`src/hw/rtl/fsne_pkg.sv`:
```
`timescale 1ns / 1ps

package fsne_pkg;

   localparam int NAME_LEN = 11;
   localparam int BASE_LEN = 8;
   localparam int EXT_LEN  = NAME_LEN - BASE_LEN;
   localparam int POS_W    = 4;

   localparam logic [7:0] CH_NUL   = 8'h00;
   localparam logic [7:0] CH_SPACE = 8'h20;
   localparam logic [7:0] CH_DOT   = 8'h2E;
   localparam logic [7:0] CASE_OFS = 8'h20;

   localparam logic [POS_W-1:0] POS_BASE_END = POS_W'(BASE_LEN);
   localparam logic [POS_W-1:0] POS_NAME_END = POS_W'(NAME_LEN);

   typedef enum logic [1:0] {
      PH_BASE   = 2'd0,
      PH_AFTER8 = 2'd1,
      PH_EXT    = 2'd2,
      PH_SKIP   = 2'd3
   } phase_type;

   typedef enum logic [1:0] {
      ST_OK    = 2'd0,
      ST_BAD   = 2'd1,
      ST_EMPTY = 2'd2
   } status_type;

   typedef struct packed {
      logic       allowed;
      logic       lower;
      logic       upper;
      logic       dot;
      logic [7:0] folded;
   } char_class_type;

endpackage

```
`src/hw/rtl/fsne_classify.sv`:
```
`timescale 1ns / 1ps

module fsne_classify (
   input  logic [7:0]              ch,
   output fsne_pkg::char_class_type cls
);
   import fsne_pkg::*;

   logic lower;
   logic upper;
   logic symbol;
   logic digit;

   always_comb begin
      lower  = (ch >= 8'h61) && (ch <= 8'h7A);
      upper  = (ch >= 8'h41) && (ch <= 8'h5A);
      digit  = (ch >= 8'h30) && (ch <= 8'h39);
      symbol = (ch == 8'h21) || ((ch >= 8'h23) && (ch <= 8'h29)) || (ch == 8'h2D) ||
               (ch == 8'h5E) || (ch == 8'h5F) || (ch == 8'h7B) || (ch == 8'h7D) ||
               (ch == 8'h7E);

      cls.allowed = lower || upper || digit || symbol;
      cls.lower   = lower;
      cls.upper   = upper;
      cls.dot     = (ch == CH_DOT);
      cls.folded  = lower ? (ch - CASE_OFS) : ch;
   end

endmodule

```
`src/hw/rtl/fat_short_name_encoder_core.sv`:
```
`timescale 1ns / 1ps
// rsp_valid rises in the cycle after the NUL transfer; other characters give no result.
// Throughput: one character per cycle; req_ready drops only while a result is held
// in the output register and rsp_ready is low.
// Reset (synchronous, active high): name bytes to spaces, position, phase, case flags
// and error flag cleared, output register empty.
module fat_short_name_encoder_core (
   input  logic        clock,
   input  logic        reset,
   input  logic        req_valid,
   output logic        req_ready,
   input  logic [7:0]  req_ch,
   output logic        rsp_valid,
   input  logic        rsp_ready,
   output logic [63:0] rsp_base_name,
   output logic [23:0] rsp_ext_name,
   output logic        rsp_base_lower,
   output logic        rsp_ext_lower,
   output logic [1:0]  rsp_status
);
   import fsne_pkg::*;

   char_class_type cls;

   logic [7:0]       name_ff [NAME_LEN];
   logic [7:0]       name_in [NAME_LEN];
   logic [POS_W-1:0] position_ff, position_in;
   phase_type        phase_ff, phase_in;
   logic [3:0]       case_ff, case_in;
   logic             bad_ff, bad_in;

   logic             rsp_valid_ff, rsp_valid_in;
   logic [63:0]      base_ff, base_in;
   logic [23:0]      ext_ff, ext_in;
   logic             base_lower_ff, base_lower_in;
   logic             ext_lower_ff, ext_lower_in;
   status_type       status_ff, status_in;

   logic             accept;
   logic             end_of_name;
   logic [POS_W-1:0] pos_inc;

   fsne_classify u_classify (
      .ch  (req_ch),
      .cls (cls)
   );

   assign req_ready   = !rsp_valid_ff || rsp_ready;
   assign accept      = req_valid && req_ready;
   assign end_of_name = accept && (req_ch == CH_NUL);
   assign pos_inc     = position_ff + POS_W'(1);

   // next state
   always_comb begin
      name_in     = name_ff;
      position_in = position_ff;
      phase_in    = phase_ff;
      case_in     = case_ff;
      bad_in      = bad_ff;

      if (end_of_name) begin
         for (int i = 0; i < NAME_LEN; i++) begin
            name_in[i] = CH_SPACE;
         end
         position_in = '0;
         phase_in    = PH_BASE;
         case_in     = '0;
         bad_in      = 1'b0;
      end else if (accept) begin
         unique case (phase_ff)
            PH_BASE: begin
               if (cls.dot) begin
                  position_in = POS_BASE_END;
                  phase_in    = PH_EXT;
               end else begin
                  case_in[0] = case_ff[0] | cls.lower;
                  case_in[1] = case_ff[1] | cls.upper;
                  if (!cls.allowed) begin
                     bad_in   = 1'b1;
                     phase_in = PH_SKIP;
                  end else begin
                     name_in[position_ff] = cls.folded;
                     position_in          = pos_inc;
                     if (pos_inc >= POS_BASE_END) begin
                        phase_in = PH_AFTER8;
                     end
                  end
               end
            end
            PH_AFTER8: begin
               position_in = POS_BASE_END;
               if (cls.dot) begin
                  phase_in = PH_EXT;
               end else begin
                  case_in[2] = case_ff[2] | cls.lower;
                  case_in[3] = case_ff[3] | cls.upper;
                  if (!cls.allowed) begin
                     bad_in   = 1'b1;
                     phase_in = PH_SKIP;
                  end else begin
                     name_in[BASE_LEN] = cls.folded;
                     position_in       = POS_BASE_END + POS_W'(1);
                     phase_in          = PH_EXT;
                  end
               end
            end
            PH_EXT: begin
               case_in[2] = case_ff[2] | cls.lower;
               case_in[3] = case_ff[3] | cls.upper;
               if (!cls.allowed) begin
                  bad_in   = 1'b1;
                  phase_in = PH_SKIP;
               end else begin
                  name_in[position_ff] = cls.folded;
                  position_in          = pos_inc;
                  if (pos_inc >= POS_NAME_END) begin
                     phase_in = PH_SKIP;
                  end
               end
            end
            PH_SKIP: begin
            end
            default: begin
            end
         endcase
      end
   end

   // result
   always_comb begin
      rsp_valid_in  = end_of_name || (rsp_valid_ff && !rsp_ready);
      base_in       = base_ff;
      ext_in        = ext_ff;
      base_lower_in = base_lower_ff;
      ext_lower_in  = ext_lower_ff;
      status_in     = status_ff;

      if (end_of_name) begin
         if (bad_ff) begin
            status_in = ST_BAD;
         end else if (name_ff[0] == CH_SPACE) begin
            status_in = ST_EMPTY;
         end else begin
            status_in = ST_OK;
         end

         if (!bad_ff && (name_ff[0] != CH_SPACE)) begin
            for (int i = 0; i < BASE_LEN; i++) begin
               base_in[63 - 8*i -: 8] = name_ff[i];
            end
            for (int i = 0; i < EXT_LEN; i++) begin
               ext_in[23 - 8*i -: 8] = name_ff[BASE_LEN + i];
            end
            base_lower_in = case_ff[0] && !case_ff[1];
            ext_lower_in  = case_ff[2] && !case_ff[3];
         end else begin
            base_in       = '0;
            ext_in        = '0;
            base_lower_in = 1'b0;
            ext_lower_in  = 1'b0;
         end
      end
   end

   always_ff @(posedge clock) begin
      if (reset) begin
         for (int i = 0; i < NAME_LEN; i++) begin
            name_ff[i] <= CH_SPACE;
         end
         position_ff  <= '0;
         phase_ff     <= PH_BASE;
         case_ff      <= '0;
         bad_ff       <= 1'b0;
         rsp_valid_ff <= 1'b0;
      end else begin
         name_ff      <= name_in;
         position_ff  <= position_in;
         phase_ff     <= phase_in;
         case_ff      <= case_in;
         bad_ff       <= bad_in;
         rsp_valid_ff <= rsp_valid_in;
      end
   end

   always_ff @(posedge clock) begin
      base_ff       <= base_in;
      ext_ff        <= ext_in;
      base_lower_ff <= base_lower_in;
      ext_lower_ff  <= ext_lower_in;
      status_ff     <= status_in;
   end

   assign rsp_valid      = rsp_valid_ff;
   assign rsp_base_name  = base_ff;
   assign rsp_ext_name   = ext_ff;
   assign rsp_base_lower = base_lower_ff;
   assign rsp_ext_lower  = ext_lower_ff;
   assign rsp_status     = status_ff;

   a_base_pos: assert property (@(posedge clock) disable iff (reset)
      phase_ff == PH_BASE |-> position_ff < POS_BASE_END)
      else $error("base phase position out of range");

   a_after8_pos: assert property (@(posedge clock) disable iff (reset)
      phase_ff == PH_AFTER8 |-> position_ff == POS_BASE_END)
      else $error("position not at extension start after eight base characters");

   a_nul_result: assert property (@(posedge clock) disable iff (reset)
      end_of_name |=> rsp_valid_ff && phase_ff == PH_BASE && position_ff == '0 && !bad_ff)
      else $error("end of name did not produce a result and clear state");

   a_err_zero: assert property (@(posedge clock) disable iff (reset)
      rsp_valid_ff && status_ff != ST_OK |-> base_ff == '0 && ext_ff == '0 &&
         !base_lower_ff && !ext_lower_ff)
      else $error("error result carries name data");

endmodule
```
`config.mk`:
```
export PLATFORM = sky130hd
export DESIGN_NAME = fat_short_name_encoder_core
export DESIGN_NICKNAME = d
export VERILOG_FILES = /design/src/hw/rtl/fsne_pkg.sv /design/src/hw/rtl/fsne_classify.sv /design/src/hw/rtl/fat_short_name_encoder_core.sv
export SDC_FILE = /design/constraint.sdc
export NUM_CORES = 1
export LEC_CHECK = 0
export BUFFER_PORTS_ARGS = -buffer_cell sky130_fd_sc_hd__clkbuf_2
export CAP_MARGIN = 20
export CORE_MARGIN = 2
export CORE_UTILIZATION = 45
export CTS_BUF_LIST = sky130_fd_sc_hd__clkbuf_16
export DETAILED_ROUTE_END_ITERATION = 10
export PLACE_DENSITY = 0.68
export SETUP_SLACK_MARGIN = 0.1
export SLEW_MARGIN = 10
export SYNTH_ARGS = -nofsm -noshare
export SYNTH_HDL_FRONTEND = slang
export SYNTH_SLANG_ARGS = --single-unit
```
`constraint.sdc`:
```
create_clock -name clock -period 13.6 [get_ports clock]
set_input_delay 1.36 -clock clock [delete_from_list [all_inputs] [get_ports clock]]
set_output_delay 1.36 -clock clock [all_outputs]
set_load 0.02 [all_outputs]
```
Yosys cells after proc, flatten, opt, wreduce, memory -nomap -nowiden

Index checks and enable logic that the tools add are counted.
Widths: inputs -> output; s select.

Logic and storage cells: 133
Bits of input ports: 12
Bits in registers: 192
Output and inout port bits: 94

Reductions and logical operators: 43
Bitwise gates (word level): 6
Muxes and demuxes: 30
Order comparisons: 12
Add/subtract/negate cells: 2
Equal/unequal tests: 18

Operators with widths:

| kind                | count |
|---|---|
| $mux 88             | 2 |
| $pmux 64 s2         | 1 |
| $bwmux 88           | 1 |
| $eq 8x7->1 const B  | 5 |
| $demux 8 s4         | 1 |
| $eq 8x6->1 const B  | 4 |
| $mux 8              | 4 |
| $pmux 16 s2         | 1 |
| $pmux 8 s3          | 1 |
| $ge 8x6->1 const B  | 2 |
| $ge 8x7->1 const B  | 2 |
| $le 8x6->1 const B  | 2 |
| $le 8x7->1 const B  | 2 |
| $mux 2              | 8 |
| $logic_or 1x1->1    | 12 |
| $pmux 4 s3          | 1 |
| $reduce_and 3->1    | 4 |
| $logic_and 1x1->1   | 11 |
| $ge 4x4->1 const B  | 2 |
| $logic_not 8->1     | 1 |
| $mux 4              | 2 |
| $ne 2x2->1 const B  | 4 |
| $ne 8x6->1 const B  | 1 |
| $sub 8x6->8 const B | 1 |
| 22 further kinds    | 36 |

Longest topological paths before layout

Gate-level depths: netlist of run 1.

Depth in word-level cells: 13
Gate-level depth with buffers: 11
Mapped depth without buffers: 8

By module

From an unflattened synthesis of run 1, not the netlist that was laid out.

Cells, all modules: 779
Area, all modules: 8071.5 um2

Modules (own cells, without submodules):

| module                      | area each (um2) | cells each | sequential area each (um2) | instances |
|---|---|---|---|---|
| fat_short_name_encoder_core | 7684.9          | 724        | 4764.6                     | 1 |
| fsne_classify               | 386.6           | 55         | 0.0                        | 1 |

Worst setup path before layout of run 1

Ideal clock, no wire load.

Path type: input-to-reg
Start: in rsp_ready
End: reg position_ff[0]
Setup time: 0.128 ns
Buffers on the path: 2
Data arrival time: 12.166 ns
Data required time: 13.472 ns
Setup slack: 1.305 ns
Cell stages on the path: 7
Cells stage by stage: nand2b_1 -> nand2_1 -> nor4_1 -> or2_2 -> buf_2 -> clkbuf_1 -> o31ai_1

Cells in the longest elaborated chain, start to end: 4
Elaborated cells on any way between the ends: 5
Classes of those cells: reduce/logical: 5

Ends and longest elaborated chain:

| item                      | RTL line                           | source |
|---|---|---|
| start, declared           | fat_short_name_encoder_core.sv:14  | `input logic rsp_ready,` |
| $logic_or 1x1->1          | fat_short_name_encoder_core.sv:48  | `assign req_ready = !rsp_valid_ff \|\| rsp_ready;` |
| $logic_and 1x1->1         | fat_short_name_encoder_core.sv:49  | `assign accept = req_valid && req_ready;` |
| $logic_and 1x1->1         | fat_short_name_encoder_core.sv:50  | `assign end_of_name = accept && (req_ch == CH_NUL);` |
| named net end_of_name     | fat_short_name_encoder_core.sv:40  | `logic end_of_name;` |
| $reduce_or 2->1 (no line) | n/a                                |  |
| end signal, assigned      | fat_short_name_encoder_core.sv:177 | `position_ff <= position_in;` |
| end, declared             | fat_short_name_encoder_core.sv:27  | `logic [POS_W-1:0] position_ff, position_in;` |

The timed path passes the listed nets, and every way through them passes these cells.
A chain may end at the register's enable or synchronous reset.

Worst setup path in the final report of run 1

Start: in req_ch[3]
End: reg name_ff[18] (netlist name)

Cells in the longest elaborated chain, start to end: 13
Elaborated cells on any way between the ends: 44
Classes of those cells: order compare: 8; eq/ne: 11; mux: 7; reduce/logical: 18

Ends and longest elaborated chain:

| item                                            | RTL line                                                              | source |
|---|---|---|
| start, declared                                 | fat_short_name_encoder_core.sv:12                                     | `input logic [7:0] req_ch,` |
| $ge 8x6->1 / $le 8x6->1 (equally long branches) | fsne_classify.sv:18                                                   | `symbol = (ch == 8'h21) \|\| ((ch >= 8'h23) && (ch <= 8'h29)) \|\| (ch == 8'h2D) \|\|` |
| $logic_and 1x1->1                               | fsne_classify.sv:18                                                   |  |
| $logic_or 1x1->1 (3 in series)                  | fsne_classify.sv:18                                                   |  |
| $logic_or 1x1->1 (4 in series)                  | fsne_classify.sv:19                                                   | `(ch == 8'h5E) \|\| (ch == 8'h5F) \|\| (ch == 8'h7B) \|\| (ch == 8'h7D) \|\|` |
| $logic_or 1x1->1                                | fsne_classify.sv:22                                                   | `cls.allowed = lower \|\| upper \|\| digit \|\| symbol;` |
| $mux 88                                         | fat_short_name_encoder_core.sv:78, fat_short_name_encoder_core.sv:110 |  |
| $mux 88                                         | fat_short_name_encoder_core.sv:72                                     | `if (cls.dot) begin` |
| $pmux 8 s3                                      | fat_short_name_encoder_core.sv:70                                     | `unique case (phase_ff)` |
| end signal, assigned                            | fat_short_name_encoder_core.sv:176                                    | `name_ff <= name_in;` |
| end, declared                                   | fat_short_name_encoder_core.sv:25                                     | `logic [7:0] name_ff [NAME_LEN];` |

Several ways; a longest one is shown, not always the timed one. The select of a mux whose other input is x is not followed.

==> results.toml, run 1 <==
[final_layout]
nets = 839
layout_commonest_cell = "clkbuf_2"
area_growth_pct = 14.61
final_cell_mix = "clkbuf_2 (105), dfxtp_1 (100), edfxtp_1 (92)"
drive_gt1_share_pct = 19.57
antennaDiodeCount = 0

[worst_setup_path]
end_kind = "register"
r2r_end = "name_ff[31]$_SDFFE_PP0P_"
crit_arrival_ps = 4000
path_class = "input port to register"
cp_num_buf_inv = 2
critPathTopFamily = "buffers and inverters"
worst_path_max_delay_cell = "buf_4"
rr_worst_depth = 7
worstPathCellList = "clkbuf_2 -> nand2_1 -> o21a_1 -> a22oi_1 -> nor4b_4 -> buf_4 -> mux2i_2 -> a32o_1"
cpPeakStageDelay_ps = 640
path_max_fanout = 81
r2r_setup_slack_ps = 11060
reg2reg_from = "phase_ff[0]$_SDFFE_PP0P_"
critPathLaunchType = "input port"
worst_ep_required_time_ps = 13970

[yosys]
syn-mean-instance-area_um2 = 10.76
ys_ff_latch = 192
synth.cell_area_um2 = 8069
synthCells = 750
synth_edf_count = 92
synth_top_flop_cell = "dfxtp_1"
synth_warnings = 0
synth_seq_area_share_pct = 59.05
synth_nets = 774
synth.distinct_cells = 60
async_flop_share_pct = 0

[timing]
finalHoldViolCount = 0
timing.hold.ws_ps = 456.3
relSlewSlack_pct = 28.50
period_share_pct = 26.66
finClkSkew_ps = 12.92
fin_ws_ps = 9975
setup-tns-final_ps = 0
setup_viol = 0
finalMaxSlewViolations = 0
finalCriticalPeriod_ps = 3625
max_freq_ghz = 0.2758
worstMarginPinSlew_ps = 1069
rsz0062_at_grt = "no"

[floorplanning]
die_area_um2 = 19020
die_x_um = 137.9
initial_core_util_pct = 46.33
core_um2 = 17420
row_count = 48
ios = 106
fp.dieH_um = 137.9

[global_routing]
grt_max_degree = 82
antenna_found_initial = 0
grt_usage_pct = 18.74
overflow = 0
grt_pass1_vias = 5213
grt_first_pass_wirelength_mm = 27.35

[clock_network]
cts_hold_buffers = 0
cts_htree_levels = 4
cts_setup_buffers = 0
clockRootBuffer = "clkbuf_16"
cts_num_sinks = 192
cts_made_buffers = 17
clock_latency_ps = 440
cts_resized = 0
cts_tree = "done"
cts_buffer_depth = 2
clk_pin_slew_worst_paths_ps = 60

[route]
route.detailed.drc = 0
drtIter0Drc = 425
ant_nets = 0
vias_per_cell = 5.423
wl_per_cell_um = 16.41
routed-via-count = 5710
wirelength_mm = 17.28
drt_pass1_iterations = 5

[power_and_ir_drop]
p_seq_share_pct = 50.1
swShare_pct = 24.09
combPwrFrac_pct = 8.6
p_leak_nw = 3.346
vdd.ir_drop.worst_uv = 89.16
powerDensity_nw_per_um2 = 132.6
p_int_mw = 0.9307
pwr-share-clk_pct = 41.3
p_switching_mw = 0.2953

[job]
maxCapViolCount = 0

[hold_path]
hp-class = "register to register"
min_from = "name_ff[46]$_SDFFE_PP0P_"
holdPathEnd = "name_ff[46]$_SDFFE_PP0P_"
holdPathStages = 2

[outcome]
status = "complete, no violations"

[placed_design]
gp_congestion = 0.7944
io_buffers = 105
place_ws_ps = 9551
dpl.hpwl_mm = 10.91
## cell families after synthesis
kind of cell               count (synthesis)  share of synthesized area (%)
adders and majority gates                 12                          1.861
xor gates and xnor gates                   3                         0.3257
muxes                                     24                          3.086
buffers and inverters                     74                          4.373
AOI/OAI and AO/OA                        157                          11.20
and+or+nand+nor                          288                          20.11
DFF                                      192                          59.05
## per-stage QoR
stage	utilization (%)	cell area, um^2	instances	power, mW
floorplan	-	8069	750	0.7091
finish	53.10	9248	1053	1.226
CTS	53.05	9240	1053	1.234
detailed placement	49.55	8631	1021	0.7315
global placement	49.55	8631	1021	0.7296
global route	53.10	9248	1053	1.270
## flip-flops by register name (all words and copies together) (netlist names)
name / cells
rsp_ext_lower: 1
rsp_status: 2
case_ff: 4
bad_ff: 1
rsp_valid: 1
phase_ff: 2
name_ff: 88
position_ff: 4
rsp_base_lower: 1
rsp_ext_name: 24
rsp_base_name: 64
## synth_stat cells, drive strengths merged (8+ instances only)
cell	count	area share, %
a21oi	60	3.7
and3	11	0.85
mux2i	23	2.9
and2	85	6.6
nor2	27	1.5
edfxtp	92	34
nand2	33	1.5
ha	12	1.9
dfxtp	100	25
inv	8	0.37
o21ai	65	4.0
clkbuf	43	2.0
nand3	84	5.2
nor2b	12	0.93
buf	23	2.0
## power groups by stage
| stage | Sequential (mW) | Combinational (mW) | Clock, mW |
|---|---|---|---|
| 6_report | 0.614 | 0.105 | 0.506 |
| 5_1_grt | 0.615 | 0.119 | 0.536 |
| 4_1_cts | 0.614 | 0.105 | 0.516 |
| 3_5_place_dp | 0.627 | 0.104 | 0 |
| 3_3_place_gp | 0.627 | 0.103 | 0 |
| 2_1_floorplan | 0.625 | 0.0840 | 0 |
## metal layers
| layer | share of wire [%] | vias up | track usage, % |
|---|---|---|---|
| li1 | - | 2800 | - |
| met1 | 46 | 2741 | 26.71 |
| met2 | 47 | 148 | 28.69 |
| met3 | 4.5 | 21 | 2.961 |
| met4 | 1.7 | 0 | 7.426 |
| met5 | 0 | - | 0 |
## worst max path at each step
stage	depth (start not counted)	slack [ps]	endpoint	start
floorplan	7	1310	position_ff[0]$_SDFFE_PP0P_	rsp_ready
global placement	7	9620	name_ff[31]$_SDFFE_PP0P_	req_ch[4]
detailed placement	8	9550	name_ff[19]$_SDFFE_PP0P_	req_ch[3]
CTS	8	10000	name_ff[19]$_SDFFE_PP0P_	req_ch[3]
global route	8	9720	name_ff[17]$_SDFFE_PP0P_	req_ch[3]
finish	8	9970	name_ff[18]$_SDFFE_PP0P_	req_ch[3]
## layout make-up
type	count	area, um^2
fillers	1603	8169
flip-flops and latches	192	4765
multi-input cells	484	2984
repair buffers	112	578.1
clock buffers	19	475.5
well taps	225	281.5
clock inverters	13	133.9
inverters	8	30.03
## worst reg2reg max path, delay by kind of cell (launching register included)
| family | cells | cell delay [ps] |
|---|---|---|
| buffers and inverters | 1 | 130 |
| adder cells (fa/ha/maj) | 1 | 310 |
| flip-flops | 1 | 400 |
| AO/OA/AOI/OAI | 1 | 620 |
| AND/OR/NAND/NOR | 3 | 800 |
| multiplexers | 1 | 200 |
Note: power is estimated with default switching activity, not from simulation.
==> run 2: changes to the inputs <==
clock period = 3.62 ns   (was 13.6 ns; I/O delays follow)
==> run 2 against run 1 <==
Net effect: count of clock-buffer cells in the layout is 1 lower; first-iteration DRC count shrank 2.8%; final area grew 2.0%; hold slack worse by 290 ps; non-clock buffer count increased by 4; wire length grew 4.4%; setup slack worse by 9000 ps; critical path type unchanged; largest cell class unchanged.
==> results.toml, run 2 (synthesized netlist as in run 1, its figures left out) <==
[outcome]
status = "complete, no violations"

[timing]
worstMarginPinSlew_ps = 644.7
period_share_pct = 74.28
finalHoldViolCount = 0
max_freq_ghz = 0.3719
finalMaxSlewViolations = 0
setup-tns-final_ps = 0
setup_viol = 0
finalCriticalPeriod_ps = 2689
rsz0062_at_grt = "no"
timing.hold.ws_ps = 171.2
finClkSkew_ps = 11.94
relSlewSlack_pct = 56.41
fin_ws_ps = 931.0

[route]
route.detailed.drc = 0
vias_per_cell = 5.540
ant_nets = 0
wl_per_cell_um = 17.06
drtIter0Drc = 413
wirelength_mm = 18.03
routed-via-count = 5856
drt_pass1_iterations = 6

[worst_setup_path]
crit_arrival_ps = 3040
end_kind = "register"
critPathLaunchType = "input port"
path_max_fanout = 27
worst_ep_required_time_ps = 3970
path_class = "input port to register"

[clock_network]
cts_num_sinks = 192
clockRootBuffer = "clkbuf_16"
cts_setup_buffers = 0
clock_latency_ps = 440
cts_resized = 0
cts_buffer_depth = 2
cts_made_buffers = 17
cts_tree = "done"
cts_htree_levels = 4
cts_hold_buffers = 0
clk_pin_slew_worst_paths_ps = 70

[placed_design]
io_buffers = 105
place_ws_ps = 563.2
gp_congestion = 0.8522
dp.cells = 1025
dpl.hpwl_mm = 11.90

[floorplanning]
row_count = 48
die_x_um = 137.9
core_um2 = 17420
ios = 106
die_area_um2 = 19020
fp.dieH_um = 137.9
initial_core_util_pct = 46.33

[global_routing]
overflow = 0
grt_pass1_vias = 5628
grt_first_pass_wirelength_mm = 28.84
grt_usage_pct = 19.71
antenna_found_initial = 0
grt_max_degree = 84

[final_layout]
regArea_um2 = 4765
nets = 843
area_growth_pct = 16.95
layoutNonFillerInstCount = 1057
largest-register = "name_ff"
final_cell_mix = "clkbuf_2 (105), dfxtp_1 (100), edfxtp_1 (92)"
largest_reg_flops = 88
drive_gt1_share_pct = 24.64
layout_commonest_cell = "clkbuf_2"
fill_cells = 1520
multi_input_area_um2 = 3134
antennaDiodeCount = 0

[job]
maxCapViolCount = 0

[power_and_ir_drop]
powerDensity_nw_per_um2 = 480.2
finalPower_mw = 4.532
vdd.ir_drop.worst_uv = 386.4
p_leak_nw = 3.372

[hold_path]
hp-class = "input port to register"
[run 2: stage by stage]
step	util [%]	area [um^2]
after floorplan	-	8343
after global placement	50.92	8869
after detailed placement	50.92	8869
after CTS	54.18	9437
after global routing	54.18	9437
final	54.18	9437
[run 2: worst paths after layout]
kind,endpoint,cells past startpoint,slack (ps),from
worst max register to register,name_ff[21]$_SDFFE_PP1P_,7,1100,phase_ff[1]$_SDFFE_PP0P_
worst min register to register,name_ff[71]$_SDFFE_PP0P_,2,460,name_ff[71]$_SDFFE_PP0P_
worst min-delay path,rsp_valid$_SDFF_PP0_,2,170,reset
worst max-delay path,phase_ff[0]$_SDFFE_PP0P_,7,930,req_ch[3]
[run 2: area by class of cell]
| class | instances | area share [%] |
|---|---|---|
| multi-input combinational | 484 | 33.21 |
| sequential | 192 | 50.49 |
| clock buffer | 18 | 4.773 |
| inverter | 8 | 0.3182 |
| clock inverter | 14 | 1.246 |
| timing repair buffer | 116 | 6.974 |
| tap | 225 | 2.983 |
[run 2: layer usage]
metal	GRT usage, %	wire length (um)	vias up
li1	-	-	2814
met1	25.99	7969	2791
met2	31.63	8491	211
met3	4.240	1081	40
met4	8.107	490	0
met5	0	0	-
[run 2: worst max-delay path, stage by stage]
cell and delay, ps:
clkbuf_2 460, nand2_1 210, o21a_1 250, a22oi_1 250, or4b_2 930, and3_1 300, nor4_1 260
[run 2: report_power, final]
part           internal [mW]  switching (mW)
Combinational          0.129           0.298
Sequential              2.29          0.0223
Clock                  0.942           0.855
Total                   3.36            1.18
==> run 3: changes to the inputs <==
ABC_AREA = 1   (was not set)
clock period = 2.65 ns   (was 3.62 ns; I/O delays follow)
==> run 3 against run 2 <==
Net effect: final cell count rose by 11%; wire length down 4.7%; non-clock buffer count is 5 higher; critical endpoint is now name_ff[16]$_SDFFE_PP0P_; clock skew fell by 2.3 ps; largest cell class unchanged; clock power increased by 32%; largest power group unchanged.
==> results.toml, run 3 <==
[route]
routed-via-count = 5769
drtIter0Drc = 457
wl_per_cell_um = 14.61
drt_pass1_iterations = 4
vias_per_cell = 4.906
wirelength_mm = 17.18
ant_nets = 0
route.detailed.drc = 0

[yosys]
syn-mean-instance-area_um2 = 9.492
yosysMostFrequentCell = "nor2_1"
synth_seq_area_share_pct = 59.61
yosys.area.top_type = "edfxtp_1"
synthMuxAreaShare_pct = 0
yosys-top-cells-count = "nor2_1 (139), inv_1 (118), dfxtp_1 (100)"
synth_top_flop_cell = "dfxtp_1"
ys_ff_latch = 192
synth_xor_xnor_area_share_pct = 0.2192
synth_warnings = 0
synth.area.top_cells = "edfxtp_1 (35%), dfxtp_1 (25%), nor2_1 (6.5%), a21oi_1 (6.1%), inv_1 (5.5%)"
synthCells = 842
synth_compound_area_share_pct = 13.29
synth_edf_count = 92
synth_fa_ha_area_share_pct = 1.879
synth.cell_area_um2 = 7993
synth.distinct_cells = 40
yosys.area_share.simple_pct = 15.72
synth_top_family_by_area = "simple AND/OR/NAND/NOR gates"
synth_nets = 866
async_flop_share_pct = 0
synth_top_area_share_pct = 34.56

[worst_setup_path]
worst_path_max_delay_cell = "dfxtp_1"
reg2reg_from = "phase_ff[0]$_SDFFE_PP0P_"
cp_num_buf_inv = 3
worst_ep_required_time_ps = 2970
critPathLaunchType = "register"
end_kind = "register"
path_class = "register to register"
rr_worst_depth = 11
cpPeakStageDelay_ps = 460
critPathTopFamily = "compound AO/OA/AOI/OAI gates"
worstPathCellList = "inv_1 -> ha_1 -> inv_1 -> o21ai_2 -> nor2_1 -> o21ai_0 -> a21oi_2 -> buf_4 -> nand3_1 -> nand2_1 -> nor2_1"
crit_arrival_ps = 2490
r2r_setup_slack_ps = 480
r2r_end = "name_ff[16]$_SDFFE_PP0P_"
path_max_fanout = 10

[timing]
max_freq_ghz = 0.4607
finalCriticalPeriod_ps = 2171
finalMaxSlewViolations = 0
worstMarginPinSlew_ps = 644.1
setup_viol = 0
rsz0062_at_grt = "no"
finalHoldViolCount = 0
finClkSkew_ps = 9.626
period_share_pct = 81.91
setup-tns-final_ps = 0
relSlewSlack_pct = 56.77

[power_and_ir_drop]
vdd.ir_drop.worst_uv = 488.4
powerDensity_nw_per_um2 = 710.7
finalPower_mw = 6.628
p_leak_nw = 3.629

[job]
maxCapViolCount = 0

[final_layout]
area_growth_pct = 16.67
drive_gt1_share_pct = 20.93
largest-register = "name_ff"
layout_commonest_cell = "nor2_1"
largest_reg_flops = 88
layoutNonFillerInstCount = 1176
antennaDiodeCount = 0
final_cell_mix = "nor2_1 (138), inv_1 (117), clkbuf_2 (105)"
nets = 962

[floorplanning]
ios = 106
row_count = 48
initial_core_util_pct = 46.05
die_area_um2 = 18840
fp.dieH_um = 137.3
core_um2 = 17360
die_x_um = 137.3

[global_routing]
grt_pass1_vias = 5344
overflow = 0
grt_first_pass_wirelength_mm = 27.21
grt_max_degree = 58
grt_usage_pct = 18.94
antenna_found_initial = 0

[clock_network]
cts_hold_buffers = 0
clockRootBuffer = "clkbuf_16"
cts_tree = "done"
clk_pin_slew_worst_paths_ps = 70
cts_htree_levels = 4
clock_latency_ps = 430
cts_resized = 0
cts_made_buffers = 17
cts_buffer_depth = 2
cts_num_sinks = 192
cts_setup_buffers = 0

[hold_path]
holdPathEnd = "rsp_valid$_SDFF_PP0_"
min_from = "reset"
holdPathStages = 2
hp-class = "input port to register"

[placed_design]
gp_congestion = 0.8778
io_buffers = 105
dp.cells = 1144
dpl.hpwl_mm = 11.53

[outcome]
status = "complete, no violations"
[run 3: changes by cell type in the layout (fill, tap and decap cells not counted), sizes merged, moves of 12 or more]
cell,previous run,this run
nor2,27,142
inv,17,130
and2,85,0
a21oi,60,102
nand3,84,43
nand2,33,69
o21ai,65,93
mux2i,23,0
nor2b,12,0
[run 3: per-layer routing]
| metal | routed length [um] | vias up | track usage [%] |
|---|---|---|---|
| met2 | 8331 | 119 | 30.93 |
| met3 | 715 | 17 | 3.642 |
| met4 | 291 | 0 | 6.873 |
| li1 | - | 2939 | - |
| met1 | 7838 | 2694 | 25.13 |
| met5 | 0 | - | 0 |
[run 3: worst max-delay path by stage]
| stage | to | start | slack (ps) | cells past startpoint |
|---|---|---|---|---|
| floorplan | name_ff[69]$_SDFFE_PP1P_ | rsp_valid$_SDFF_PP0_ | -200 | 10 |
| CTS | name_ff[23]$_SDFFE_PP0P_ | phase_ff[0]$_SDFFE_PP0P_ | 490 | 11 |
| global route | name_ff[19]$_SDFFE_PP0P_ | phase_ff[0]$_SDFFE_PP0P_ | 310 | 11 |
| finish | name_ff[16]$_SDFFE_PP0P_ | phase_ff[0]$_SDFFE_PP0P_ | 480 | 11 |
| detailed placement | name_ff[18]$_SDFFE_PP0P_ | req_ch[2] | 380 | 13 |
| global placement | name_ff[19]$_SDFFE_PP0P_ | req_ch[2] | 360 | 12 |
[run 3: per-stage QoR]
step / setup WS [ps] / area (um^2) / hold slack [ps] / util (%)
floorplan: -201.2 / 8084 / 324.4 / -
global placement: 363.1 / 8781 / 437.7 / 50.59
detailed placement: 377.0 / 8781 / 444.1 / 50.59
CTS: 493.4 / 9325 / 54.76 / 53.73
global route: 306.4 / 9325 / 51.75 / 53.73
finish: 479.3 / 9325 / 65.18 / 53.73
[run 3: cells by family (layout without fill, tap and decap cells)]
| group | Yosys count | count (layout) |
|---|---|---|
| compound gates | 202 | 202 |
| xor+xnor | 2 | 2 |
| fa+ha+maj | 12 | 12 |
| buf+inv | 172 | 281 |
| flops | 192 | 192 |
| simple gates | 262 | 262 |
[run 3: area by class of cell]
cell class	instances	area (um^2)
Timing Repair Buffer	121	708.2
Tap cell	225	281.5
Sequential cell	192	4768
Clock inverter	15	118.9
Clock buffer	17	425.4
Multi-Input combinational cell	478	2532
Fill cell	1588	8031
Inverter	128	490.5
[run 3: worst reg2reg max path: stages, from the launching register on]
cell and delay (ps):
dfxtp_1 460, inv_1 120, ha_1 230, inv_1 130, o21ai_2 100, nor2_1 150
o21ai_0 130, a21oi_2 310, buf_4 240, nand3_1 90, nand2_1 70, nor2_1 50
[run 3: report_power, final]
part / switching, mW / internal [mW] / total [mW]
combinational: 0.725 / 0.284 / 1.01
sequential: 0.0499 / 3.20 / 3.25
clock: 1.09 / 1.29 / 2.37
